`src/rtl/bdx_pkg.sv`:
```
// bdx_pkg: shared sizes, codes and types for the binary boundary extract unit
// no dependencies; imported by the result and configuration interfaces and every module of the unit
`default_nettype none

package bdx_pkg;

  // frame limits
  localparam int unsigned MAX_WIDTH  = 1024;
  localparam int unsigned MAX_HEIGHT = 1024;

  localparam int unsigned COL_W  = $clog2(MAX_WIDTH);
  localparam int unsigned ROW_W  = $clog2(MAX_HEIGHT);
  localparam int unsigned WDIM_W = COL_W + 1;
  localparam int unsigned HDIM_W = ROW_W + 1;

  // port field widths
  localparam int unsigned CFG_IDX_W  = 2;
  localparam int unsigned CFG_DATA_W = 11;
  localparam int unsigned IDX_OUT_W  = 10;

  // configuration register indexes
  localparam logic [CFG_IDX_W-1:0] REG_IMAGE_WIDTH  = CFG_IDX_W'(0);
  localparam logic [CFG_IDX_W-1:0] REG_IMAGE_HEIGHT = CFG_IDX_W'(1);

  // result queue
  localparam int unsigned RES_SLOTS = 3;
  localparam int unsigned RES_N_W   = 2;
  localparam int unsigned RES_DEPTH = 4;
  localparam int unsigned RES_PTR_W = $clog2(RES_DEPTH);
  localparam int unsigned RES_CNT_W = RES_PTR_W + 1;

  // one line store entry: column pixel of the row above and the row before that
  typedef struct packed {
    logic prev_prev;
    logic prev;
  } bdx_line_t;

  // everything known about a pixel at the beat it is taken
  typedef struct packed {
    logic             pixel;
    logic [ROW_W-1:0] row;
    logic [COL_W-1:0] col;
    logic             last_row;
    logic             last_col;
    logic             left1;
    logic             left2;
    logic             above;
    logic             above2;
    logic             above_l;
  } bdx_item_t;

  // one result beat
  typedef struct packed {
    logic [IDX_OUT_W-1:0] row_index;
    logic [IDX_OUT_W-1:0] col_index;
    logic                 is_edge;
    logic                 run_last;
    logic                 frame_done;
  } bdx_res_t;

endpackage

`default_nettype wire

```
`src/rtl/bdx_if.sv`:
```
// bdx_if: valid/ready channels of the binary boundary extract unit
// depends on bdx_pkg for field widths
`default_nettype none

// pixel input channel
interface bdx_pix_if;
  logic valid;
  logic ready;
  logic pixel;

  modport source (output valid, output pixel, input ready);
  modport sink   (input valid, input pixel, output ready);
endinterface

// result output channel
interface bdx_res_if;
  import bdx_pkg::*;

  logic                 valid;
  logic                 ready;
  logic [IDX_OUT_W-1:0] row_index;
  logic [IDX_OUT_W-1:0] col_index;
  logic                 is_edge;
  logic                 run_last;
  logic                 frame_done;

  modport source (output valid, output row_index, output col_index, output is_edge,
                  output run_last, output frame_done, input ready);
  modport sink   (input valid, input row_index, input col_index, input is_edge,
                  input run_last, input frame_done, output ready);
endinterface

// configuration write channel
interface bdx_cfg_if;
  import bdx_pkg::*;

  logic                  valid;
  logic                  ready;
  logic [CFG_IDX_W-1:0]  index;
  logic [CFG_DATA_W-1:0] data;

  modport source (output valid, output index, output data, input ready);
  modport sink   (input valid, input index, input data, output ready);
endinterface

`default_nettype wire

```
`src/rtl/bdx_line_store.sv`:
```
// bdx_line_store: two-row pixel history, one entry per column, registered read
// depends on bdx_pkg for the entry type and column width
`default_nettype none

module bdx_line_store (
  input  wire logic                    clk_i,
  input  wire logic                    acc_i,
  input  wire logic [bdx_pkg::COL_W-1:0] wr_addr_i,
  input  wire bdx_pkg::bdx_line_t      wr_data_i,
  input  wire logic [bdx_pkg::COL_W-1:0] rd_addr_i,
  output bdx_pkg::bdx_line_t           rd_data_o
);
  import bdx_pkg::*;

  bdx_line_t mem [MAX_WIDTH];
  bdx_line_t ram_q;
  bdx_line_t byp_data_q;
  logic      byp_q;

  // write the current column, fetch the next one; same address bypasses
  always_ff @(posedge clk_i) begin
    if (acc_i) begin
      mem[wr_addr_i] <= wr_data_i;
      ram_q          <= mem[rd_addr_i];
      byp_q          <= (wr_addr_i == rd_addr_i);
      byp_data_q     <= wr_data_i;
    end
  end

  assign rd_data_o = byp_q ? byp_data_q : ram_q;

endmodule

`default_nettype wire

```
`src/rtl/bdx_scan.sv`:
```
// bdx_scan: frame size registers, raster position, left window and line store addressing
// depends on bdx_pkg and the bdx_pix_if / bdx_cfg_if channels
`default_nettype none

module bdx_scan (
  input  wire logic                      clk_i,
  input  wire logic                      rst_ni,
  bdx_pix_if.sink                        pix,
  bdx_cfg_if.sink                        cfg,
  input  wire logic                      stage_free_i,
  input  wire bdx_pkg::bdx_line_t        line_rd_i,
  output logic                           pix_acc_o,
  output bdx_pkg::bdx_item_t             item_o,
  output logic [bdx_pkg::COL_W-1:0]      wr_addr_o,
  output bdx_pkg::bdx_line_t             wr_data_o,
  output logic [bdx_pkg::COL_W-1:0]      rd_addr_o
);
  import bdx_pkg::*;

  logic [WDIM_W-1:0] width_q;
  logic [HDIM_W-1:0] height_q;
  logic [COL_W-1:0]  col_q, col_d;
  logic [ROW_W-1:0]  row_q, row_d;
  logic [1:0]        win_q, win_d;
  logic              above_prev_q;
  logic [WDIM_W-1:0] col_inc;
  logic [HDIM_W-1:0] row_inc;
  logic              last_col;
  logic              last_row;

  // zero acts as one, anything past the limit as the limit
  function automatic logic [WDIM_W-1:0] clamp_width(logic [CFG_DATA_W-1:0] v);
    logic [WDIM_W-1:0] res;
    if (v == '0) begin
      res = WDIM_W'(1);
    end else if (32'(v) > 32'(MAX_WIDTH)) begin
      res = WDIM_W'(MAX_WIDTH);
    end else begin
      res = WDIM_W'(v);
    end
    return res;
  endfunction

  function automatic logic [HDIM_W-1:0] clamp_height(logic [CFG_DATA_W-1:0] v);
    logic [HDIM_W-1:0] res;
    if (v == '0) begin
      res = HDIM_W'(1);
    end else if (32'(v) > 32'(MAX_HEIGHT)) begin
      res = HDIM_W'(MAX_HEIGHT);
    end else begin
      res = HDIM_W'(v);
    end
    return res;
  endfunction

  // handshakes
  assign cfg.ready  = 1'b1;
  assign pix.ready  = stage_free_i;
  assign pix_acc_o  = pix.valid & stage_free_i;

  // configuration registers
  always_ff @(posedge clk_i or negedge rst_ni) begin
    if (!rst_ni) begin
      width_q  <= WDIM_W'(1);
      height_q <= HDIM_W'(1);
    end else if (cfg.valid) begin
      unique case (cfg.index)
        REG_IMAGE_WIDTH:  width_q  <= clamp_width(cfg.data);
        REG_IMAGE_HEIGHT: height_q <= clamp_height(cfg.data);
        default: ;
      endcase
    end
  end

  // row and column ends
  assign col_inc  = {1'b0, col_q} + WDIM_W'(1);
  assign row_inc  = {1'b0, row_q} + HDIM_W'(1);
  assign last_col = (col_inc >= width_q);
  assign last_row = (row_inc >= height_q);

  // line store: current column gets {above, pixel}, next column is fetched
  assign wr_addr_o           = col_q;
  assign wr_data_o.prev_prev = line_rd_i.prev;
  assign wr_data_o.prev      = pix.pixel;
  assign rd_addr_o           = last_col ? '0 : col_inc[COL_W-1:0];

  // item handed to the classify stage
  always_comb begin
    item_o.pixel    = pix.pixel;
    item_o.row      = row_q;
    item_o.col      = col_q;
    item_o.last_row = last_row;
    item_o.last_col = last_col;
    item_o.left1    = win_q[0];
    item_o.left2    = win_q[1];
    item_o.above    = line_rd_i.prev;
    item_o.above2   = line_rd_i.prev_prev;
    item_o.above_l  = above_prev_q;
  end

  // next raster position
  always_comb begin
    col_d = col_q;
    row_d = row_q;
    win_d = win_q;
    if (pix_acc_o) begin
      if (last_col) begin
        col_d = '0;
        win_d = '0;
        row_d = last_row ? '0 : row_inc[ROW_W-1:0];
      end else begin
        col_d = col_inc[COL_W-1:0];
        win_d = {win_q[0], pix.pixel};
      end
    end
  end

  always_ff @(posedge clk_i or negedge rst_ni) begin
    if (!rst_ni) begin
      col_q <= '0;
      row_q <= '0;
      win_q <= '0;
    end else begin
      col_q <= col_d;
      row_q <= row_d;
      win_q <= win_d;
    end
  end

  // above value of the previous column, i.e. row above at column minus one
  always_ff @(posedge clk_i) begin
    if (pix_acc_o) begin
      above_prev_q <= line_rd_i.prev;
    end
  end

endmodule

`default_nettype wire

```
`src/rtl/bdx_classify.sv`:
```
// bdx_classify: second stage, decides edge for up to three pixels per beat
// depends on bdx_pkg; feeds bdx_res_fifo
`default_nettype none

module bdx_classify (
  input  wire logic                                      clk_i,
  input  wire logic                                      rst_ni,
  input  wire logic                                      pix_acc_i,
  input  wire bdx_pkg::bdx_item_t                        item_i,
  input  wire bdx_pkg::bdx_line_t                        line_rd_i,
  input  wire logic [bdx_pkg::RES_CNT_W-1:0]             fifo_free_i,
  output logic                                           stage_free_o,
  output logic [bdx_pkg::RES_N_W-1:0]                    push_n_o,
  output bdx_pkg::bdx_res_t [bdx_pkg::RES_SLOTS-1:0]     push_data_o
);
  import bdx_pkg::*;

  bdx_item_t                   s1_q;
  logic                        s1_valid_q;
  logic                        advance;
  logic                        right;
  logic                        has_up, has_up2, has_left, has_left2;
  logic [ROW_W-1:0]            row_up;
  logic [RES_SLOTS-1:0]        cand_v;
  bdx_res_t [RES_SLOTS-1:0]    cand;
  bdx_res_t [RES_SLOTS-1:0]    slot;
  logic [RES_N_W-1:0]          n;

  function automatic logic [IDX_OUT_W-1:0] row_out(logic [ROW_W-1:0] v);
    logic [IDX_OUT_W+ROW_W-1:0] t;
    t = {{IDX_OUT_W{1'b0}}, v};
    return t[IDX_OUT_W-1:0];
  endfunction

  function automatic logic [IDX_OUT_W-1:0] col_out(logic [COL_W-1:0] v);
    logic [IDX_OUT_W+COL_W-1:0] t;
    t = {{IDX_OUT_W{1'b0}}, v};
    return t[IDX_OUT_W-1:0];
  endfunction

  // stage register
  always_ff @(posedge clk_i or negedge rst_ni) begin
    if (!rst_ni) begin
      s1_valid_q <= 1'b0;
    end else if (pix_acc_i) begin
      s1_valid_q <= 1'b1;
    end else if (advance) begin
      s1_valid_q <= 1'b0;
    end
  end

  always_ff @(posedge clk_i) begin
    if (pix_acc_i) begin
      s1_q <= item_i;
    end
  end

  // neighbours inside the frame; line store now holds the next column
  assign right     = line_rd_i.prev;
  assign has_up    = (s1_q.row != '0);
  assign has_up2   = (s1_q.row > ROW_W'(1));
  assign has_left  = (s1_q.col != '0);
  assign has_left2 = (s1_q.col > COL_W'(1));
  assign row_up    = s1_q.row - ROW_W'(1);

  // candidate results: pixel above, left neighbour, the pixel itself
  always_comb begin
    cand_v[0]          = has_up;
    cand[0].row_index  = row_out(row_up);
    cand[0].col_index  = col_out(s1_q.col);
    cand[0].is_edge    = s1_q.above & ((has_up2 & ~s1_q.above2) | ~s1_q.pixel |
                                       (has_left & ~s1_q.above_l) |
                                       (~s1_q.last_col & ~right));
    cand[0].frame_done = 1'b0;

    cand_v[1]          = s1_q.last_row & has_left;
    cand[1].row_index  = row_out(s1_q.row);
    cand[1].col_index  = col_out(s1_q.col - COL_W'(1));
    cand[1].is_edge    = s1_q.left1 & ((has_up & ~s1_q.above_l) |
                                       (has_left2 & ~s1_q.left2) | ~s1_q.pixel);
    cand[1].frame_done = 1'b0;

    cand_v[2]          = s1_q.last_row & s1_q.last_col;
    cand[2].row_index  = row_out(s1_q.row);
    cand[2].col_index  = col_out(s1_q.col);
    cand[2].is_edge    = s1_q.pixel & ((has_up & ~s1_q.above) | (has_left & ~s1_q.left1));
    cand[2].frame_done = 1'b1;

    cand[0].run_last   = ~cand_v[1] & ~cand_v[2];
    cand[1].run_last   = ~cand_v[2];
    cand[2].run_last   = 1'b1;
  end

  // pack the valid candidates in order
  always_comb begin
    slot = '0;
    n    = '0;
    for (int k = 0; k < RES_SLOTS; k++) begin
      if (cand_v[k]) begin
        slot[n] = cand[k];
        n       = n + RES_N_W'(1);
      end
    end
  end

  // move on once the queue has room for every result of this beat
  assign advance      = s1_valid_q & (RES_CNT_W'(n) <= fifo_free_i);
  assign stage_free_o = ~s1_valid_q | advance;
  assign push_n_o     = advance ? n : '0;
  assign push_data_o  = slot;

endmodule

`default_nettype wire

```
`src/rtl/bdx_res_fifo.sv`:
```
// bdx_res_fifo: small result queue, takes up to three beats a cycle, gives one
// depends on bdx_pkg and the bdx_res_if channel
`default_nettype none

module bdx_res_fifo (
  input  wire logic                                   clk_i,
  input  wire logic                                   rst_ni,
  input  wire logic [bdx_pkg::RES_N_W-1:0]            push_n_i,
  input  wire bdx_pkg::bdx_res_t [bdx_pkg::RES_SLOTS-1:0] push_data_i,
  output logic [bdx_pkg::RES_CNT_W-1:0]               free_o,
  bdx_res_if.source                                   res
);
  import bdx_pkg::*;

  bdx_res_t             buf_q [RES_DEPTH];
  logic [RES_PTR_W-1:0] wr_ptr_q;
  logic [RES_PTR_W-1:0] rd_ptr_q;
  logic [RES_CNT_W-1:0] cnt_q;
  logic                 pop;
  bdx_res_t             head;

  assign pop    = res.valid & res.ready;
  assign free_o = RES_CNT_W'(RES_DEPTH) - cnt_q;

  // queue storage
  always_ff @(posedge clk_i) begin
    for (int k = 0; k < RES_SLOTS; k++) begin
      if (RES_N_W'(k) < push_n_i) begin
        buf_q[wr_ptr_q + RES_PTR_W'(k)] <= push_data_i[k];
      end
    end
  end

  // pointers and fill level
  always_ff @(posedge clk_i or negedge rst_ni) begin
    if (!rst_ni) begin
      wr_ptr_q <= '0;
      rd_ptr_q <= '0;
      cnt_q    <= '0;
    end else begin
      wr_ptr_q <= wr_ptr_q + RES_PTR_W'(push_n_i);
      rd_ptr_q <= rd_ptr_q + RES_PTR_W'(pop);
      cnt_q    <= cnt_q + RES_CNT_W'(push_n_i) - RES_CNT_W'(pop);
    end
  end

  // head beat
  assign head           = buf_q[rd_ptr_q];
  assign res.valid      = (cnt_q != '0);
  assign res.row_index  = head.row_index;
  assign res.col_index  = head.col_index;
  assign res.is_edge    = head.is_edge;
  assign res.run_last   = head.run_last;
  assign res.frame_done = head.frame_done;

endmodule

`default_nettype wire

```
`src/rtl/binary_boundary_extract_unit.sv`:
```
// binary_boundary_extract_unit: top level, 4-neighbour boundary marking of binary frames
// depends on bdx_pkg, bdx_if, bdx_line_store, bdx_scan, bdx_classify, bdx_res_fifo
//
//   channel   | dir | handshake    | payload
//   ----------+-----+--------------+-------------------------------------------------
//   pixel_i   | in  | valid/ready  | pixel
//   result_o  | out | valid/ready  | row_index, col_index, is_edge, run_last, frame_done
//   cfg_i     | in  | valid/ready  | index (0 width, 1 height), data
//
// one pixel a cycle while the classify stage is free; its results pass the classify stage register, then the queue.
// final-row pixels cause up to three results, so there the input follows the output rate.
// the line store is one 2-bit entry per column, written and fetched once per pixel.
// reset clears position and frame size to 1x1; line store contents are not cleared.
// a stalled output fills a four-beat queue, then holds the classify stage and input.
`default_nettype none

module binary_boundary_extract_unit (
  input  wire logic clk_i,
  input  wire logic rst_ni,
  bdx_pix_if.sink   pixel_i,
  bdx_res_if.source result_o,
  bdx_cfg_if.sink   cfg_i
);
  import bdx_pkg::*;

  logic                          pix_acc;
  logic                          stage_free;
  bdx_item_t                     item;
  logic [COL_W-1:0]              wr_addr;
  logic [COL_W-1:0]              rd_addr;
  bdx_line_t                     wr_data;
  bdx_line_t                     line_rd;
  logic [RES_CNT_W-1:0]          fifo_free;
  logic [RES_N_W-1:0]            push_n;
  bdx_res_t [RES_SLOTS-1:0]      push_data;

  // raster position and configuration
  bdx_scan u_scan (
    .clk_i        (clk_i),
    .rst_ni       (rst_ni),
    .pix          (pixel_i),
    .cfg          (cfg_i),
    .stage_free_i (stage_free),
    .line_rd_i    (line_rd),
    .pix_acc_o    (pix_acc),
    .item_o       (item),
    .wr_addr_o    (wr_addr),
    .wr_data_o    (wr_data),
    .rd_addr_o    (rd_addr)
  );

  // two-row history
  bdx_line_store u_line (
    .clk_i     (clk_i),
    .acc_i     (pix_acc),
    .wr_addr_i (wr_addr),
    .wr_data_i (wr_data),
    .rd_addr_i (rd_addr),
    .rd_data_o (line_rd)
  );

  // edge decisions
  bdx_classify u_classify (
    .clk_i        (clk_i),
    .rst_ni       (rst_ni),
    .pix_acc_i    (pix_acc),
    .item_i       (item),
    .line_rd_i    (line_rd),
    .fifo_free_i  (fifo_free),
    .stage_free_o (stage_free),
    .push_n_o     (push_n),
    .push_data_o  (push_data)
  );

  // result queue
  bdx_res_fifo u_fifo (
    .clk_i       (clk_i),
    .rst_ni      (rst_ni),
    .push_n_i    (push_n),
    .push_data_i (push_data),
    .free_o      (fifo_free),
    .res         (result_o)
  );

endmodule

`default_nettype wire

```
`src/flat_wrapper.sv`:
```
// flat-port wrapper written by rule: the top's interface ports become plain ports
module binary_boundary_extract_unit_flat import bdx_pkg::*;
  (clk_i, rst_ni, pixel_i_valid, pixel_i_pixel, pixel_i_ready, result_o_valid, result_o_row_index, result_o_col_index, result_o_is_edge, result_o_run_last, result_o_frame_done, result_o_ready, cfg_i_valid, cfg_i_index, cfg_i_data, cfg_i_ready);
  bdx_pix_if pixel_i_i ();
  bdx_res_if result_o_i ();
  bdx_cfg_if cfg_i_i ();
  input  wire logic clk_i;
  input  wire logic rst_ni;
  input wire logic [$bits(pixel_i_i.valid)-1:0] pixel_i_valid;
  input wire logic [$bits(pixel_i_i.pixel)-1:0] pixel_i_pixel;
  output wire logic [$bits(pixel_i_i.ready)-1:0] pixel_i_ready;
  output wire logic [$bits(result_o_i.valid)-1:0] result_o_valid;
  output wire logic [$bits(result_o_i.row_index)-1:0] result_o_row_index;
  output wire logic [$bits(result_o_i.col_index)-1:0] result_o_col_index;
  output wire logic [$bits(result_o_i.is_edge)-1:0] result_o_is_edge;
  output wire logic [$bits(result_o_i.run_last)-1:0] result_o_run_last;
  output wire logic [$bits(result_o_i.frame_done)-1:0] result_o_frame_done;
  input wire logic [$bits(result_o_i.ready)-1:0] result_o_ready;
  input wire logic [$bits(cfg_i_i.valid)-1:0] cfg_i_valid;
  input wire logic [$bits(cfg_i_i.index)-1:0] cfg_i_index;
  input wire logic [$bits(cfg_i_i.data)-1:0] cfg_i_data;
  output wire logic [$bits(cfg_i_i.ready)-1:0] cfg_i_ready;
  assign pixel_i_i.valid = pixel_i_valid;
  assign pixel_i_i.pixel = pixel_i_pixel;
  assign pixel_i_ready = pixel_i_i.ready;
  assign result_o_valid = result_o_i.valid;
  assign result_o_row_index = result_o_i.row_index;
  assign result_o_col_index = result_o_i.col_index;
  assign result_o_is_edge = result_o_i.is_edge;
  assign result_o_run_last = result_o_i.run_last;
  assign result_o_frame_done = result_o_i.frame_done;
  assign result_o_i.ready = result_o_ready;
  assign cfg_i_i.valid = cfg_i_valid;
  assign cfg_i_i.index = cfg_i_index;
  assign cfg_i_i.data = cfg_i_data;
  assign cfg_i_ready = cfg_i_i.ready;
  binary_boundary_extract_unit u_core (.clk_i(clk_i), .rst_ni(rst_ni), .pixel_i(pixel_i_i), .result_o(result_o_i), .cfg_i(cfg_i_i));
endmodule
```
`config.mk`:
```
export PLATFORM = sky130hd
export DESIGN_NAME = binary_boundary_extract_unit_flat
export DESIGN_NICKNAME = d
export VERILOG_FILES = /design/src/rtl/bdx_pkg.sv /design/src/rtl/bdx_if.sv /design/src/rtl/bdx_line_store.sv /design/src/rtl/bdx_scan.sv /design/src/rtl/bdx_classify.sv /design/src/rtl/bdx_res_fifo.sv /design/src/rtl/binary_boundary_extract_unit.sv /design/src/flat_wrapper.sv
export SDC_FILE = /design/constraint.sdc
export NUM_CORES = 2
export LEC_CHECK = 0
export BUFFER_PORTS_ARGS = -buffer_cell sky130_fd_sc_hd__buf_4
export CAP_MARGIN = 20
export CORE_AREA = 2 2 492 494
export CTS_BUF_LIST = sky130_fd_sc_hd__clkbuf_8
export DETAILED_ROUTE_END_ITERATION = 12
export DIE_AREA = 0 0 494 496
export PLACE_DENSITY = 0.53
export SLEW_MARGIN = 20
export SYNTH_ARGS = -nofsm -noshare
export SYNTH_HDL_FRONTEND = slang
export SYNTH_HIERARCHICAL = 1
export SYNTH_SLANG_ARGS = --single-unit
```
`constraint.sdc`:
```
create_clock -name clk_i -period 15.75 [get_ports clk_i]
set_clock_uncertainty 0.15 [all_clocks]
set_input_delay 2.3625 -clock clk_i [delete_from_list [all_inputs] [get_ports clk_i]]
set_output_delay 2.3625 -clock clk_i [all_outputs]
set_load 0.01 [all_outputs]
```
== Word-level counts from Yosys, hierarchy flattened ==
Memory sizes are Yosys's and may differ from the RTL's. A register that Yosys moved wholly into a read port is not among the register bits.
Cells that the tools add are included.

* Flip-flop bits (word level): 81
* RAM bits: 2140
* Input port bits: 19
* Output and inout bits: 26
* Memories: 2

{| class="wikitable"
|+ Memories
! name !! words !! bits a word !! rd ports !! clocked after memory_dff !! write ports !! line !! text
|-
| u_core.u_line.mem || 1024 || 2 || 1 || 1 || 1 || bdx_line_store.sv:15 || <nowiki>bdx_line_t mem [MAX_WIDTH];</nowiki>
|-
| u_core.u_fifo.buf_q || 4 || 23 || 1 || 0 || 3 || bdx_res_fifo.sv:15 || <nowiki>bdx_res_t buf_q [RES_DEPTH];</nowiki>
|}

* Add/sub/neg operators: 13
* Order comparisons: 13
* Equal/unequal tests: 2
* Multiplexer cells: 29
* Bitwise operators: 34
* Reductions and logical operators: 11

{| class="wikitable"
|+ Operators with widths
! kind !! count
|-
| $bwmux W69 || 2
|-
| $mux W69 || 2
|-
| $demux W23 S2 || 2
|-
| $mux W23 || 3
|-
| $add A10 B1 Y11 const B || 2
|-
| $ge A11 B11 Y1 || 2
|-
| $mux W11 || 2
|-
| $gt A10 B1 Y1 const B || 2
|-
| $mux W10 || 2
|-
| $reduce_bool A10 Y1 || 2
|-
| $sub A10 B1 Y10 const B || 2
|-
| $and A1 B1 Y1 || 16
|-
| $gt A11 B11 Y1 const B || 1
|-
| $logic_not A11 Y1 || 1
|-
| $mux W1 || 11
|-
| $not A1 Y1 || 11
|-
| $eq A10 B10 Y1 || 1
|-
| $mux W2 || 5
|-
| $or A1 B1 Y1 || 7
|-
| $add A2 B1 Y2 const B || 3
|-
| $lt A2 B3 Y1 const B || 2
|-
| $reduce_and A2 Y1 || 3
|-
| $ge A2 B1 Y1 const B || 2
|-
| $lt A1 B2 Y1 const A || 2
|-
| other kinds (13) || 14
|}

== Longest topological paths before layout ==
* Depth in word-level cells: 12
* Depth in mapped cells: 28
* Mapped depth without buffers: 19

== Hierarchy ==
The synthesis kept the hierarchy.

{| class="wikitable"
|+ Modules (own cells, without submodules)
! module !! instances !! cells an instance !! area each (um^2)
|-
| bdx_line_store || 1 || 4895 || 84189.5
|-
| bdx_res_fifo || 1 || 585 || 5815.6
|-
| bdx_scan || 1 || 321 || 2962.8
|-
| bdx_classify || 1 || 246 || 2294.7
|}

== Least setup slack after synthesis ==
No wires, ideal clock.

* Path type: input port to flip-flop
* Start point: input pixel_i_pixel
* End point: register u_core/u_line/byp_data_q[0] (netlist name) (data pin)
* Arrival time: 6.019 ns
* Data required time: 14.646 ns
* Setup slack: 8.627 ns
* Stages: 1
* Path buffers: 1
* Path through: buf_4

{| class="wikitable"
|+ RTL lines
! what !! line !! text
|-
| from (decl) || flat_wrapper.sv:10 || <nowiki>input wire logic [$bits(pixel_i_i.pixel)-1:0] pixel_i_pixel;</nowiki>
|-
| to (signal assigned) || bdx_line_store.sv:26 || <nowiki>byp_data_q <= wr_data_i;</nowiki>
|-
| to (decl) || bdx_line_store.sv:17 || <nowiki>bdx_line_t byp_data_q;</nowiki>
|}

No word-level cell between the ends.

==> run metrics <==
run status finished, final reports clean; clock root buffer sky130_fd_sc_hd__clkbuf_8; Vias 55,760; largest driver fanout on the critical path between 100 and 150; global-route wire length before repair 406,500 um; Slew Limit Headroom 0.2018; largest incremental delay on the critical path approximately 0.83 ns; max-cap viol count 0; DIE HEIGHT 496 um; wire length after detailed routing 284,000 um; timing endpoint of the critical path u_core/u_line/ram_q[0]$_DFFE_PP_; worst reg2reg path endpoint u_core/u_line/ram_q[0]$_DFFE_PP_; DIE AREA 245,000 um^2; Fmax achieved 116.6 MHz; fin nets roughly 6,200; Reg2Reg Launch Point u_core/u_scan/wr_addr_o[0]$_DFFE_PN0P_; area occupied by multi-input gates 26,200 um^2; Critical Setup Path Class reg2reg; pin count of the biggest net entering global routing 262; fraction of power spent switching nets 0.3557; clock buffers created by TritonCTS 386; placer congestion estimate 0.8147; portion of total power attributed to sequential cells 0.381; nature of the critical path endpoint flop; CTS resizes 0; row cnt 180; Least-Margin Pin Slew roughly 1.2 ns; synthesized area 95,260 um^2; number of buffers between clock root and the deepest sink 4; detailed-route vias per instance 5.796; maximum level of the CTS H-tree 5; critical path data arrival time 9.20 ns; family with the most delay on the worst path simple AND/OR/NAND/NOR gates; required time of the worst setup path between 15 and 20 ns; net switching power about 7.0 mW; post-route cell area 105,700 um^2; chip width 494 um; sequential fraction of the synthesis area 0.6990; number of antenna violations at the first check in global routing 16; Layout area overhead 10.94%; number of distinct library cells after synthesis 96; Antenna Nets Post-Route 0; router iterations before antenna repair 8; Total Negative Setup Slacks 0 ns; power per cell area roughly 190 nW/um^2; share of synthesized flip-flops with an asynchronous set or reset 0.02336; Seq. cell area 66,590 um^2; clock network latency to the later pin of the worst-skew pair 1.05 ns; total buffers and inverters traversed by the critical path 4; CP startpoint kind flop; path class of the lowest-slack min-delay path reg2reg; fin. max-slew vios 0; detailed-route DRC error count 0; post-layout power 19.71 mW; Crit-path slowest cell sky130_fd_sc_hd__dfrtp_1; number of instances in the synthesized netlist 6,047; clock power share 0.251; cts hold-fix bufs 0; Peak VDD IR 0.1679 mV; number of setup buffers added after CTS 0; setup repair after global routing missed its margin no; Syn. warnings 6; minimum hold slack approximately 0.25 ns; reg-to-reg setup timing slack 7.17 ns; overflow left after global routing 0; wire length per cell 29.51 um; vias in the first global route roughly 57,000; Final setup viols 0; net count of the mapped netlist between 6,000 and 7,000; number of DRC markers in iteration 0 6,715; Starting Density 0.3975; area inside the core boundary 239,600 um^2; ratio of final minimum period to clock period 0.5445; post-detailed-placement half-perimeter wirelength 154,700 um; EDFF count, synth 2,174; count of buffers inserted at the top-level ports between 40 and 50; Pint 12.70 mW; fraction of final layout cells with drive strength greater than 1 0.1897; area after detailed placement 98,570 um^2; number of cell instances on the worst register-to-register path 21; mean post-synth cell area 15.75 um^2; crit path setup slack, layout 7.175 ns; cells along the critical path ha_1, and3_1, and3_1, xnor2_1, inv_1, ha_1, a211oi_1, nor2_1, or4_4, nor2_4, buf_4, buf_12, buf_4, mux4_2, a22oi_1, nand3_1, nand3_1, a31oi_1, a31oi_1, nor4_1, or4b_1; combinational fraction of design power 0.367; CTS tree yes; standby leakage power about 34 nW; final hold vios 0; fin crit period 8.575 ns; count of clock tree sinks approximately 2,200; Boundary Pins 45; Stages on worst setup path 21; Post-Place Worst Slack 7.225 ns; Fill cells 21,410; clock-pin slew on the worst setup and hold paths 0.06 ns; GRT Total Usage 0.2301; Worst Setup SP u_core/u_scan/wr_addr_o[0]$_DFFE_PN0P_; top flip-flop cell by instance count after synthesis sky130_fd_sc_hd__edfxtp_1; Seq cells post-synth between 2,000 and 2,500
## cells by family (layout without fill, tap and decap cells)
family | Yosys count | count (layout) | synth area share
flip-flops | 2226 | 2226 | 0.6990
adder cells (fa/ha/maj) | 47 | 47 | 0.006278
other | 1 | 6 | 0.00003936
buffers and inverters | 555 | 939 | 0.03163
XOR/XNOR | 40 | 40 | 0.003678
AND/OR/NAND/NOR | 1869 | 1869 | 0.08251
multiplexers | 685 | 685 | 0.1313
AO/OA/AOI/OAI | 624 | 624 | 0.04560
## worst min-delay path by stage
stage,startpoint,endpoint,slack [ns],cells past startpoint
3_3_place_gp,u_core/u_scan/above_prev_q$_DFFE_PP_,u_core/u_classify/s1_q[0]$_DFFE_PP_,0.25,0
2_1_floorplan,u_core/u_scan/win_q[1]$_DFFE_PN0P_,u_core/u_classify/s1_q[3]$_DFFE_PP_,0.27,0
5_1_grt,u_core/u_scan/above_prev_q$_DFFE_PP_,u_core/u_classify/s1_q[0]$_DFFE_PP_,0.28,0
3_5_place_dp,u_core/u_scan/above_prev_q$_DFFE_PP_,u_core/u_classify/s1_q[0]$_DFFE_PP_,0.26,0
4_1_cts,u_core/u_scan/above_prev_q$_DFFE_PP_,u_core/u_classify/s1_q[0]$_DFFE_PP_,0.25,0
6_report,u_core/u_scan/above_prev_q$_DFFE_PP_,u_core/u_classify/s1_q[0]$_DFFE_PP_,0.25,0
## cell type report
| cell class | instances | share of cell area |
|---|---|---|
| Multi-Input combinational cell | 3266 | 0.2479 |
| Sequential cell | 2226 | 0.6300 |
| Timing Repair Buffer | 194 | 0.01514 |
| Clock inverter | 287 | 0.01511 |
| Inverter | 60 | 0.002202 |
| Tap cell | 3185 | 0.03771 |
| Antenna cell | 5 | 0.0001184 |
| Clock buffer | 398 | 0.05183 |
## worst reg2reg max path, cell delays in order, from the launching register on
cell and delay (ns):
sky130_fd_sc_hd__dfrtp_1 0.83, sky130_fd_sc_hd__ha_1 0.37, sky130_fd_sc_hd__and3_1 0.26, sky130_fd_sc_hd__and3_1 0.19, sky130_fd_sc_hd__xnor2_1 0.19, sky130_fd_sc_hd__inv_1 0.10, sky130_fd_sc_hd__ha_1 0.31, sky130_fd_sc_hd__a211oi_1 0.24
sky130_fd_sc_hd__nor2_1 0.08, sky130_fd_sc_hd__or4_4 0.76, sky130_fd_sc_hd__nor2_4 0.23, sky130_fd_sc_hd__buf_4 0.74, sky130_fd_sc_hd__buf_12 0.66, sky130_fd_sc_hd__buf_4 0.86, sky130_fd_sc_hd__mux4_2 0.61, sky130_fd_sc_hd__a22oi_1 0.21
sky130_fd_sc_hd__nand3_1 0.16, sky130_fd_sc_hd__nand3_1 0.14, sky130_fd_sc_hd__a31oi_1 0.07, sky130_fd_sc_hd__a31oi_1 0.46, sky130_fd_sc_hd__nor4_1 0.15, sky130_fd_sc_hd__or4b_1 0.55
## per-layer routing
metal  vias to the layer above  global-route usage  wire (um)
met1                     29120              0.3187     117800
li1                      23590                   -          -
met3                       498             0.04219      22970
met5                         -                   0          0
met2                      2550              0.3679     134800
met4                         0             0.07580       8383
## power by group through the flow
stage	clock [mW]	sequential, mW	combinational [mW]
floorplan	0	7.68	5.12
global placement	0	7.63	7.21
detailed placement	0	7.64	7.25
CTS	5.06	7.52	7.28
global route	5.32	7.54	7.70
finish	4.95	7.51	7.24
## metrics by stage
step,utilization,instances
finish,0.4411,9621
global route,0.4410,9617
CTS,0.4408,9615
detailed placement,0.4113,8930
global placement,0.4113,8930
floorplan,-,6047
## state kept, by name (all words and copies together) (netlist names)
signal and count:
u_core/u_scan/width_q 11, u_core/u_fifo/cnt_q 3, u_core/u_fifo/rd_ptr_q 2, u_core/u_fifo/buf_q 92
u_core/u_classify/cand 20, u_core/u_line/byp_data_q 2, u_core/u_scan/row_q 10, u_core/u_line/byp_q 1
u_core/u_scan/win_q 2, u_core/u_scan/height_q 11, u_core/u_classify/s1_valid_q 1, u_core/u_scan/wr_addr_o 10
u_core/u_fifo/wr_ptr_q 2, u_core/u_line/ram_q 2, u_core/u_scan/above_prev_q 1, u_core/u_line/mem 2048
u_core/u_classify/s1_q 8
## cells in the mapped netlist (19+ instances only)
cell	count	area share
sky130_fd_sc_hd__a21oi_1	94	0.0049
sky130_fd_sc_hd__a22oi_1	73	0.0058
sky130_fd_sc_hd__a31oi_1	109	0.0072
sky130_fd_sc_hd__and2_1	23	0.0015
sky130_fd_sc_hd__buf_1	62	0.0024
sky130_fd_sc_hd__buf_2	61	0.0032
sky130_fd_sc_hd__buf_4	59	0.0046
sky130_fd_sc_hd__buf_6	61	0.0072
sky130_fd_sc_hd__clkbuf_1	239	0.0094
sky130_fd_sc_hd__dfrtp_1	50	0.013
sky130_fd_sc_hd__edfxtp_1	2174	0.69
sky130_fd_sc_hd__ha_1	43	0.0056
sky130_fd_sc_hd__inv_1	57	0.0022
sky130_fd_sc_hd__mux2_2	21	0.0025
sky130_fd_sc_hd__mux2i_1	222	0.023
sky130_fd_sc_hd__mux4_1	25	0.0069
sky130_fd_sc_hd__mux4_2	417	0.099
sky130_fd_sc_hd__nand2_1	351	0.014
sky130_fd_sc_hd__nand2b_1	20	0.0013
sky130_fd_sc_hd__nand3_1	69	0.0036
sky130_fd_sc_hd__nor2_1	1203	0.047
sky130_fd_sc_hd__nor2b_1	24	0.0016
sky130_fd_sc_hd__nor3_1	59	0.0031
sky130_fd_sc_hd__nor4_1	19	0.0012
sky130_fd_sc_hd__o21ai_0	91	0.0048
sky130_fd_sc_hd__o221ai_1	87	0.0080
sky130_fd_sc_hd__o22ai_1	40	0.0026
sky130_fd_sc_hd__xnor2_1	28	0.0026
## cell usage in the layout, fill, tap and decap left out, types with 10 or more instances in the layout
cell	n
sky130_fd_sc_hd__a21oi_1	92
sky130_fd_sc_hd__a221oi_1	14
sky130_fd_sc_hd__a22o_1	16
sky130_fd_sc_hd__a22oi_1	73
sky130_fd_sc_hd__a31oi_1	109
sky130_fd_sc_hd__and2_1	22
sky130_fd_sc_hd__and3_1	17
sky130_fd_sc_hd__buf_4	182
sky130_fd_sc_hd__bufinv_16	16
sky130_fd_sc_hd__clkbuf_8	398
sky130_fd_sc_hd__clkinv_1	112
sky130_fd_sc_hd__clkinv_2	48
sky130_fd_sc_hd__dfrtp_1	50
sky130_fd_sc_hd__edfxtp_1	2174
sky130_fd_sc_hd__ha_1	43
sky130_fd_sc_hd__inv_1	158
sky130_fd_sc_hd__mux2_2	20
sky130_fd_sc_hd__mux2i_1	222
sky130_fd_sc_hd__mux4_1	25
sky130_fd_sc_hd__mux4_2	417
sky130_fd_sc_hd__nand2_1	338
sky130_fd_sc_hd__nand2b_1	19
sky130_fd_sc_hd__nand3_1	45
sky130_fd_sc_hd__nand3_4	24
sky130_fd_sc_hd__nand4_1	16
sky130_fd_sc_hd__nor2_1	1195
sky130_fd_sc_hd__nor2b_1	15
sky130_fd_sc_hd__nor3_1	58
sky130_fd_sc_hd__nor4_1	18
sky130_fd_sc_hd__o211ai_1	13
sky130_fd_sc_hd__o21ai_0	91
sky130_fd_sc_hd__o221ai_1	87
sky130_fd_sc_hd__o22ai_1	40
sky130_fd_sc_hd__o2bb2ai_1	10
sky130_fd_sc_hd__o31ai_1	10
sky130_fd_sc_hd__xnor2_1	28
sky130_fd_sc_hd__xor2_1	12
Note: power is estimated with default switching activity, not from simulation.
